$ cat src/rtl/utf8s_pkg.sv
// ----------------------------------------------------------------------------
// utf8s_pkg: shared types and constants for the UTF-8 sanitizer
// Word structs for both channels, the replacement sequence and decode limits.
// ----------------------------------------------------------------------------
package utf8s_pkg;

  typedef struct packed {
    logic [7:0] in_byte;
    logic       in_last;
  } in_t;

  typedef struct packed {
    logic [7:0] out_byte;
    logic       run_last;
  } out_t;

  // U+FFFD encoded as UTF-8
  localparam logic [7:0] REPL_B0 = 8'hEF;
  localparam logic [7:0] REPL_B1 = 8'hBF;
  localparam logic [7:0] REPL_B2 = 8'hBD;

  localparam logic [20:0] MAX_SCALAR    = 21'h10FFFF;
  localparam logic [20:0] SURR_LO       = 21'h00D800;
  localparam logic [20:0] SURR_HI       = 21'h00DFFF;
  localparam logic [20:0] MIN_LEN2      = 21'h000080;
  localparam logic [20:0] MIN_LEN3      = 21'h000800;
  localparam logic [20:0] MIN_LEN4      = 21'h010000;
  localparam logic [20:0] C1_HI         = 21'h00009F;
  localparam logic [7:0]  ASCII_DEL     = 8'h7F;
  localparam logic [7:0]  ASCII_LF      = 8'h0A;
  localparam logic [7:0]  ASCII_TAB     = 8'h09;
  localparam logic [7:0]  ASCII_SPACE   = 8'h20;

  // sequence length announced by a lead byte, 0 when it is no lead
  function automatic logic [2:0] lead_len(input logic [7:0] c);
    logic [2:0] n;
    n = 3'd0;
    if ((c & 8'hE0) == 8'hC0) n = 3'd2;
    else if ((c & 8'hF0) == 8'hE0) n = 3'd3;
    else if ((c & 8'hF8) == 8'hF0) n = 3'd4;
    return n;
  endfunction

  function automatic logic [7:0] repl_byte(input logic [1:0] idx);
    logic [7:0] b;
    case (idx)
      2'd0:    b = REPL_B0;
      2'd1:    b = REPL_B1;
      default: b = REPL_B2;
    endcase
    return b;
  endfunction

endpackage

$ cat src/rtl/utf8_sanitizer.sv
// ----------------------------------------------------------------------------
// utf8_sanitizer: UTF-8 validation with U+FFFD replacement
// Cleans a byte stream: drops controls, copies well-formed scalars and
// replaces malformed sequences with EF BF BD.
// ----------------------------------------------------------------------------
// Usage:
//   Input channel (in_valid_i / in_ready_o / in_i) takes one raw byte per
//   word plus in_last on the final byte of a text. Output channel
//   (out_valid_o / out_ready_i / out_o) returns cleaned bytes; run_last
//   marks the last output word caused by one input word. An input word may
//   cause no output at all.
//   One word at a time: in_ready_o is high only while the sequencer idles.
//   Per input word the sequencer takes it, judges the window front until a
//   judgment finds it empty or waiting, emits each output byte (a
//   replacement gives three), skips the continuations after a cut-short
//   sequence and then leaves the skip, and flushes the held byte, if any.
//   Results go through a held byte and an output register, so the final
//   byte is known to carry run_last before it is shown.
//   Reset empties the window and the output register. A stalled receiver
//   freezes the sequencer at its next output byte; nothing is dropped.
// ----------------------------------------------------------------------------
module utf8_sanitizer (
  input  logic              clk_i,
  input  logic              rst_ni,
  input  logic              in_valid_i,
  output logic              in_ready_o,
  input  utf8s_pkg::in_t    in_i,
  output logic              out_valid_o,
  input  logic              out_ready_i,
  output utf8s_pkg::out_t   out_o
);

  localparam logic [2:0] S_IDLE   = 3'd0;
  localparam logic [2:0] S_DECIDE = 3'd1;
  localparam logic [2:0] S_EMIT   = 3'd2;
  localparam logic [2:0] S_SKIP   = 3'd3;
  localparam logic [2:0] S_FLUSH  = 3'd4;

  logic [2:0] state_q, state_d;

  // byte window, front at index 0
  logic [7:0] held_q [4];
  logic [2:0] count_q;
  logic       last_q;

  // current emit job
  logic [2:0] emit_n_q, emit_n_d;
  logic       repl_q, repl_d;
  logic [2:0] drop_q, drop_d;
  logic       skip_q, skip_d;
  logic [1:0] idx_q, idx_d;

  // held-back byte: it gets run_last once we know nothing follows
  logic [7:0] pend_q, pend_d;
  logic       pend_v_q, pend_v_d;

  utf8s_pkg::out_t out_q, out_d;
  logic            out_v_q, out_v_d;

  logic in_acc;
  assign in_ready_o  = (state_q == S_IDLE);
  assign in_acc      = in_valid_i & in_ready_o;
  assign out_valid_o = out_v_q;
  assign out_o       = out_q;

  logic slot_free;
  assign slot_free = !out_v_q || out_ready_i;

  // ---------------------------------------------------------------------
  // Judgment of the window front
  // ---------------------------------------------------------------------
  logic [7:0]  c;
  logic [2:0]  len;
  logic        cont_bad;
  logic [20:0] v;
  logic [2:0]  d_n;
  logic        d_repl;
  logic [2:0]  d_drop;
  logic        d_skip;
  logic        d_wait;

  always_comb begin
    c        = held_q[0];
    len      = utf8s_pkg::lead_len(c);
    cont_bad = 1'b0;
    for (int k = 1; k < 4; k++) begin
      if (3'(k) < len && held_q[k][7:6] != 2'b10) cont_bad = 1'b1;
    end
    case (len)
      3'd2:    v = {10'd0, c[4:0], held_q[1][5:0]};
      3'd3:    v = {5'd0, c[3:0], held_q[1][5:0], held_q[2][5:0]};
      default: v = {c[2:0], held_q[1][5:0], held_q[2][5:0], held_q[3][5:0]};
    endcase

    d_n    = 3'd0;
    d_repl = 1'b0;
    d_drop = 3'd1;
    d_skip = 1'b0;
    d_wait = 1'b0;
    if (count_q == 3'd0) begin
      d_wait = 1'b1;
    end else if (!c[7]) begin
      if (c == utf8s_pkg::ASCII_LF || c == utf8s_pkg::ASCII_TAB ||
          (c >= utf8s_pkg::ASCII_SPACE && c != utf8s_pkg::ASCII_DEL)) begin
        d_n = 3'd1;
      end
    end else if (len == 3'd0) begin
      d_n    = 3'd3;
      d_repl = 1'b1;
    end else if (count_q < len) begin
      if (!last_q) begin
        d_wait = 1'b1;
      end else begin
        // cut short by end of text: one replacement, skip its continuations
        d_n    = 3'd3;
        d_repl = 1'b1;
        d_skip = 1'b1;
      end
    end else if (cont_bad) begin
      // only the lead goes; the rest is judged again
      d_n    = 3'd3;
      d_repl = 1'b1;
    end else begin
      d_drop = len;
      if ((len == 3'd2 && v < utf8s_pkg::MIN_LEN2) ||
          (len == 3'd3 && v < utf8s_pkg::MIN_LEN3) ||
          (len == 3'd4 && v < utf8s_pkg::MIN_LEN4) ||
          (v >= utf8s_pkg::SURR_LO && v <= utf8s_pkg::SURR_HI) ||
          v > utf8s_pkg::MAX_SCALAR) begin
        d_n    = 3'd3;
        d_repl = 1'b1;
      end else if (v > utf8s_pkg::C1_HI) begin
        d_n = len;
      end
    end
  end

  // ---------------------------------------------------------------------
  // Sequencer
  // ---------------------------------------------------------------------
  logic       sh_en;
  logic [2:0] sh_k;
  logic       gen_en;
  logic [7:0] gen_byte;
  logic       push_en;
  logic [7:0] push_byte;
  logic       push_last;

  assign gen_byte = repl_q ? utf8s_pkg::repl_byte(idx_q) : held_q[idx_q];

  always_comb begin
    state_d   = state_q;
    emit_n_d  = emit_n_q;
    repl_d    = repl_q;
    drop_d    = drop_q;
    skip_d    = skip_q;
    idx_d     = idx_q;
    sh_en     = 1'b0;
    sh_k      = drop_q;
    gen_en    = 1'b0;
    push_en   = 1'b0;
    push_byte = pend_q;
    push_last = 1'b0;
    pend_d    = pend_q;
    pend_v_d  = pend_v_q;

    case (state_q)
      S_IDLE: begin
        if (in_acc) state_d = S_DECIDE;
      end
      S_DECIDE: begin
        if (d_wait) begin
          state_d = S_FLUSH;
        end else if (d_n == 3'd0) begin
          sh_en = 1'b1;
          sh_k  = d_drop;
        end else begin
          emit_n_d = d_n;
          repl_d   = d_repl;
          drop_d   = d_drop;
          skip_d   = d_skip;
          idx_d    = 2'd0;
          state_d  = S_EMIT;
        end
      end
      S_EMIT: begin
        if (!pend_v_q || slot_free) begin
          gen_en   = 1'b1;
          push_en  = pend_v_q;
          pend_d   = gen_byte;
          pend_v_d = 1'b1;
          if ({1'b0, idx_q} == emit_n_q - 3'd1) begin
            sh_en   = 1'b1;
            state_d = skip_q ? S_SKIP : S_DECIDE;
          end else begin
            idx_d = idx_q + 2'd1;
          end
        end
      end
      S_SKIP: begin
        if (count_q != 3'd0 && held_q[0][7:6] == 2'b10) begin
          sh_en = 1'b1;
          sh_k  = 3'd1;
        end else begin
          state_d = S_DECIDE;
        end
      end
      S_FLUSH: begin
        if (!pend_v_q) begin
          state_d = S_IDLE;
        end else if (slot_free) begin
          push_en   = 1'b1;
          push_last = 1'b1;
          pend_v_d  = 1'b0;
          state_d   = S_IDLE;
        end
      end
      default: state_d = S_IDLE;
    endcase
  end

  always_comb begin
    out_d   = out_q;
    out_v_d = out_v_q;
    if (push_en) begin
      out_d.out_byte = push_byte;
      out_d.run_last = push_last;
      out_v_d        = 1'b1;
    end else if (out_ready_i) begin
      out_v_d = 1'b0;
    end
  end

  // window shifter: drop sh_k bytes from the front
  logic [7:0] shifted [4];
  logic [2:0] src;
  always_comb begin
    for (int i = 0; i < 4; i++) begin
      src        = 3'(i) + sh_k;
      shifted[i] = (src < 3'd4) ? held_q[src[1:0]] : held_q[i];
    end
  end

  always_ff @(posedge clk_i or negedge rst_ni) begin
    if (!rst_ni) begin
      state_q  <= S_IDLE;
      count_q  <= 3'd0;
      last_q   <= 1'b0;
      pend_v_q <= 1'b0;
      out_v_q  <= 1'b0;
      emit_n_q <= 3'd0;
      repl_q   <= 1'b0;
      drop_q   <= 3'd0;
      skip_q   <= 1'b0;
      idx_q    <= 2'd0;
    end else begin
      state_q  <= state_d;
      pend_v_q <= pend_v_d;
      out_v_q  <= out_v_d;
      emit_n_q <= emit_n_d;
      repl_q   <= repl_d;
      drop_q   <= drop_d;
      skip_q   <= skip_d;
      idx_q    <= idx_d;
      if (in_acc) begin
        count_q <= count_q + 3'd1;
        last_q  <= in_i.in_last;
      end else if (sh_en) begin
        count_q <= count_q - sh_k;
      end
    end
  end

  // payload registers
  always_ff @(posedge clk_i) begin
    pend_q <= pend_d;
    out_q  <= out_d;
    if (in_acc) begin
      held_q[count_q[1:0]] <= in_i.in_byte;
    end else if (sh_en) begin
      for (int i = 0; i < 4; i++) held_q[i] <= shifted[i];
    end
  end

  // ---------------------------------------------------------------------
  // Assertions
  // ---------------------------------------------------------------------
  a_window_room: assert property (@(posedge clk_i) disable iff (!rst_ni)
    in_ready_o |-> count_q <= 3'd3)
    else $error("window overfull while taking a word");

  a_pend_flushed: assert property (@(posedge clk_i) disable iff (!rst_ni)
    (state_q == S_IDLE) |-> !pend_v_q)
    else $error("held output byte left over after a step");

  a_text_end_clean: assert property (@(posedge clk_i) disable iff (!rst_ni)
    (state_q == S_IDLE && last_q) |-> count_q == 3'd0)
    else $error("window not empty after end of text");

  a_gen_stall: assert property (@(posedge clk_i) disable iff (!rst_ni)
    (gen_en && pend_v_q) |-> slot_free)
    else $error("output byte generated into a full output register");

endmodule
$ cat config.mk
export PLATFORM = sky130hd
export DESIGN_NAME = utf8_sanitizer
export DESIGN_NICKNAME = d
export VERILOG_FILES = /design/src/rtl/utf8s_pkg.sv /design/src/rtl/utf8_sanitizer.sv
export SDC_FILE = /design/constraint.sdc
export NUM_CORES = 1
export LEC_CHECK = 0
export ABC_AREA = 1
export BUFFER_PORTS_ARGS = -buffer_cell sky130_fd_sc_hd__buf_2
export CAP_MARGIN = 20
export CORE_MARGIN = 4
export CORE_UTILIZATION = 65
export DETAILED_ROUTE_END_ITERATION = 10
export GPL_TIMING_DRIVEN = 1
export PLACE_DENSITY = 0.95
export SLEW_MARGIN = 10
export SYNTH_ARGS = -nofsm -noshare
export SYNTH_HDL_FRONTEND = slang
export SYNTH_SLANG_ARGS = --single-unit
$ cat constraint.sdc
create_clock -name clk_i -period 8 [get_ports clk_i]
set_input_delay 0.8 -clock clk_i [delete_from_list [all_inputs] [get_ports clk_i]]
set_output_delay 0.8 -clock clk_i [all_outputs]
set_load 0.01 [all_outputs]
-- Yosys cells after proc, flatten, opt, wreduce, memory -nomap -nowiden
Memories as Yosys holds them, arrays and structs flattened.
Index checks and enable logic that the tools add are counted.
- reductions and logical operators: 35
- equality and inequality tests: 28
- mux-type cells: 88
- bitwise operators: 3
- $lt $le $gt $ge: 16
- $add $sub $neg: 7
- operators by type and width (kind ; number):
    3-bit 2-to-1 mux ; 28
    8-bit 2-to-1 mux ; 6
    21-bit one-hot mux with 2 select lines ; 1
    1-bit 2-to-1 mux ; 39
    21-bit by 16-bit >= comparator with 1-bit output (second input constant) ; 1
    21-bit greater-than comparator (second input constant) ; 1
    21-bit by 8-bit greater-than comparator with 1-bit output (second input constant) ; 1
    21-bit by 16-bit less-or-equal comparator with 1-bit output (second input constant) ; 1
    21-bit by 12-bit < comparator with 1-bit output (second input constant) ; 1
    21-bit by 17-bit < comparator with 1-bit output (second input constant) ; 1
    21-bit by 8-bit < comparator with 1-bit output (second input constant) ; 1
    2-bit != test (second input constant) ; 9
    8-bit by 4-bit equality test with 1-bit output (second input constant) ; 2
    3-bit one-hot mux with 5 select lines ; 1
    2-bit 2-to-1 mux ; 7
    7-bit one-hot mux with 2 select lines ; 1
    3-bit by 2-bit equality test with 1-bit output (second input constant) ; 4
    3-bit zero test ; 4
    3-bit < comparator (second input constant) ; 4
    3-bit equality test (second input constant) ; 3
    1-bit logical AND ; 9
    8-bit by 6-bit >= comparator with 1-bit output (second input constant) ; 1
    1-bit logical OR ; 8
    8-bit by 7-bit != test with 1-bit output (second input constant) ; 1
    32 further kinds ; 42
- bits in writable memories: 32
- logic and storage cells: 191
- bits of input ports: 13
- bits in registers: 36
- output and inout port bits: 11
- memories: 1
- memory list (memory ; words ; bits a word ; rd ports ; clocked after memory_dff ; wr ports ; line ; RTL):
    held_q ; 4 ; 8 ; 9 ; 0 ; 4 ; utf8_sanitizer.sv:42 ; logic [7:0] held_q [4];

-- Longest topological paths before layout
An unclocked memory read counts as a cell.
- depth after elaboration: 28
- gate-level depth with buffers: 31
- depth with buffers taken out: 28

-- Least setup slack after synthesis
Ideal clock, no wire load.
- kind: register -> register
- start point: memory held_q[0][4]
- end point: register count_q[2]
- path buffers: 3
- stages on the path, launching flop included: 28
- arrival time: 4.155 ns
- period minus slack after synthesis: 4.271 ns
- path slack: 3.729 ns
- library setup time: 0.117 ns
- required time: 7.883 ns
- cell sequence: edfxtp_1 nand2_1 nor3_1 inv_1 ha_1 a21oi_1 and2_1 inv_2 nand3_1 nor3_1 nand2_1 nor2_1 a21oi_2 nand3_1 a21oi_1 o21ai_1 nand2_1 inv_2 buf_2 ha_1 clkbuf_1 clkbuf_1 nand2_1 fa_1 inv_1 nand4_1 nand4_1 nand2_1
- RTL lines (item ; line ; RTL):
    start: declaration ; utf8_sanitizer.sv:42 ;
    end signal: assignment ; utf8_sanitizer.sv:266 ; count_q <= count_q + 3'd1;
    end signal: assignment ; utf8_sanitizer.sv:269 ; count_q <= count_q - sh_k;
    end: declaration ; utf8_sanitizer.sv:43 ; logic [2:0] count_q;

==> flow_summary.ini <==
[outcome]
status = finished, final reports clean

[sta]
tightestPinTransition_ns = 0.9532
slew_headroom = 0.3646
worst_hold_slack_ns = 0.3750
finClkSkew_ns = 0.01744
setup_viol = 0
rsz0062_at_grt = false
fin_crit_ns = 5.431
maxClockFrequency_mhz = 184.1
drv_slew = 0
finalHoldViolCount = 0
final.period_utilization = 0.6789
tns_ns = 0

[synthesis]
synth_area_leaders = edfxtp_1 30%, nand2_1 15%, nand3_1 10%
synth_top_area_cell = edfxtp_1
ys_top_cells_by_count = 194 x nand2_1, 99 x nand3_1, 73 x inv_1, 49 x edfxtp_1, 48 x o21ai_0
postSynthNetCount = 701
synth_cell_type_count = 44
synth_area_per_cell_um2 = 7.152
yosysMostFrequentCell = nand2_1
synthesis.area_um2 = 4842
synth_edf_count = 49
synth_top_flop_cell = edfxtp_1
synth_seq_cells = 68
yosysWarnings = 0
ys_seq_area_frac = 0.4021
syn_inst = 677
yosys.area.top_type_share = 0.3039
synthArstFlopShare = 0.2794

[clock_network]
cts_tree = built
numCtsBuffers = 9
cts_sinks = 68
post_cts_buffers = 0
hold_buffers = 0
clockBufferDepth = 2
ctsHtreeMaxLevel = 3
path_clk_slew_ns = 0.07
cts-resized-gates = 0
clockRootBuffer = clkbuf_8
clk_latency_ns = 0.36

[routing]
drt_wl_total_um = 12790
drtAntennaViolNets = 0
num_vias = 4837
route.detailed.drc = 0
routedWlPerCell_um = 16.13
viasPerCell = 6.100
drt_iter0_drc = 591
firstDrtPassIters = 5

[die]
std_cell_rows = 31
die_w_um = 94.31
die-area_um2 = 8894
ioPinCount = 24
coreArea_um2 = 7253
die_h_um = 94.31
start_util = 0.6676

[global_routing]
met3_usage = 0.05449
grt_antenna_before_repair = 0
grt_pass1_wl_um = 20620
overflow = 0
busiest_layer = met2
grt_max_degree = 51
gr-usage-met1 = 0.4129
use_met2 = 0.4557
grt_pass1_vias = 4346
track_usage = 0.2969

[cells_and_area]
antenna_cells = 0
multi_input_area_um2 = 2429
nNetsFinal = 713
drive_gt1_frac = 0.08213
final-seq-area_um2 = 1947
syn2layout_area_growth_pct = 5.478
fillCellCount = 573

[placed_design]
globalplace.congestion = 1.009
port_buffers = 23
dp_hpwl_um = 9438

[run]
drv_cap = 0

[worst_setup_path]
critPathMaxFanout = 20
crit_arrival_ns = 5.54
critPathLaunchType = flip-flop
end_kind = flip-flop
timing.reg2reg.setup_slack_ns = 2.57
cp.required_ns = 8.10
critPathKind = flip-flop to flip-flop

[hold_path]
hp-class = input pin to async pin
[metrics by stage]
stage,utilization,cells,cell area (um^2),setup WS [ns]
6_report,0.7042,793,5107,2.569
5_1_grt,0.7042,793,5107,2.143
4_1_cts,0.7042,793,5107,2.731
3_5_place_dp,0.6829,777,4954,2.761
3_3_place_gp,0.6829,777,4954,3.096
2_1_floorplan,-,677,4842,3.729
[worst paths after layout]
path | startpoint | endpoint | cells after the start
setup reg to reg | held_q[0][4] | held_q[3][6] | 23
max in group asynchronous | rst_ni | repl_q | 1
setup / recovery | held_q[0][4] | held_q[3][6] | 23
hold reg to reg | pend_q[6] | out_o[7] | 0
hold / removal | rst_ni | drop_q[2] | 1
min in group clk_i | pend_q[6] | out_o[7] | 0
[routing by layer]
metal  share of wire  vias up
met2            0.45      336
met1            0.41     2160
met3            0.11       47
met4           0.029        0
li1                -     2294
met5               0        -
[worst max-delay path: stages, from the launching register on]
cell	delay [ns]
edfxtp_1	0.47
nand2_1	0.18
nor3_1	0.33
inv_1	0.15
ha_1	0.32
a21oi_1	0.13
and2_1	0.21
inv_2	0.08
nand3_1	0.12
nor3_1	0.08
nand2_1	0.06
nor2_1	0.06
a21oi_2	0.20
nand3_1	0.18
a21oi_1	0.18
o21ai_1	0.09
nand2_1	0.50
inv_2	0.28
ha_1	0.72
inv_1	0.40
nand3_1	0.18
nand3_1	0.10
nand2_1	0.09
nand2_1	0.05
[cell families (layout without fill, tap and decap cells)]
| kind of cell | Yosys count | in the layout | share of synthesized area |
|---|---|---|---|
| compound gates | 127 | 127 | 0.1408 |
| mux | 1 | 1 | 0.002325 |
| buf+inv | 109 | 126 | 0.09638 |
| fa+ha+maj | 11 | 11 | 0.02997 |
| flops | 68 | 68 | 0.4021 |
| xor+xnor | 3 | 3 | 0.005427 |
| simple gates | 358 | 358 | 0.3230 |
[registers in the layout, summed over array words and instances (netlist names), 2 cells and up]
signal,cells
count_q,3
pend_q,8
out_o,9
state_q,3
idx_q,2
emit_n_q,3
held_q,32
drop_q,3
[placed cells by master (no fill, tap or decap), drive strengths merged]
cell type,synthesis,routed
xor2,2,2
o211ai,1,1
o311ai,1,1
inv,76,76
o22ai,3,3
o31ai,2,2
nand4,7,7
o2111ai,1,1
nor3b,1,1
clkinv,9,13
buf,12,25
ha,10,10
nand2,202,202
nand2b,1,1
nand3,100,100
fa,1,1
a31oi,3,3
a22oi,1,1
edfxtp,49,49
and2,1,1
dfrtp,19,19
a21oi,36,36
nor3,9,9
xnor2,1,1
nor2,37,37
o21ai,76,76
a21o,1,1
a41oi,1,1
mux2,1,1
o32ai,1,1
clkbuf,12,12
[final cells by class]
type,count,area share
Multi-Input combinational cell,500,0.4755
Clock buffer,12,0.02646
Timing Repair Buffer,25,0.02548
Inverter,85,0.06345
Tap cell,99,0.02425
Sequential cell,68,0.3812
Clock inverter,4,0.003675
Power is left out: the tool's default activity adds up to more than one toggle a clock period on the data nets, which glitch-free logic cannot reach.
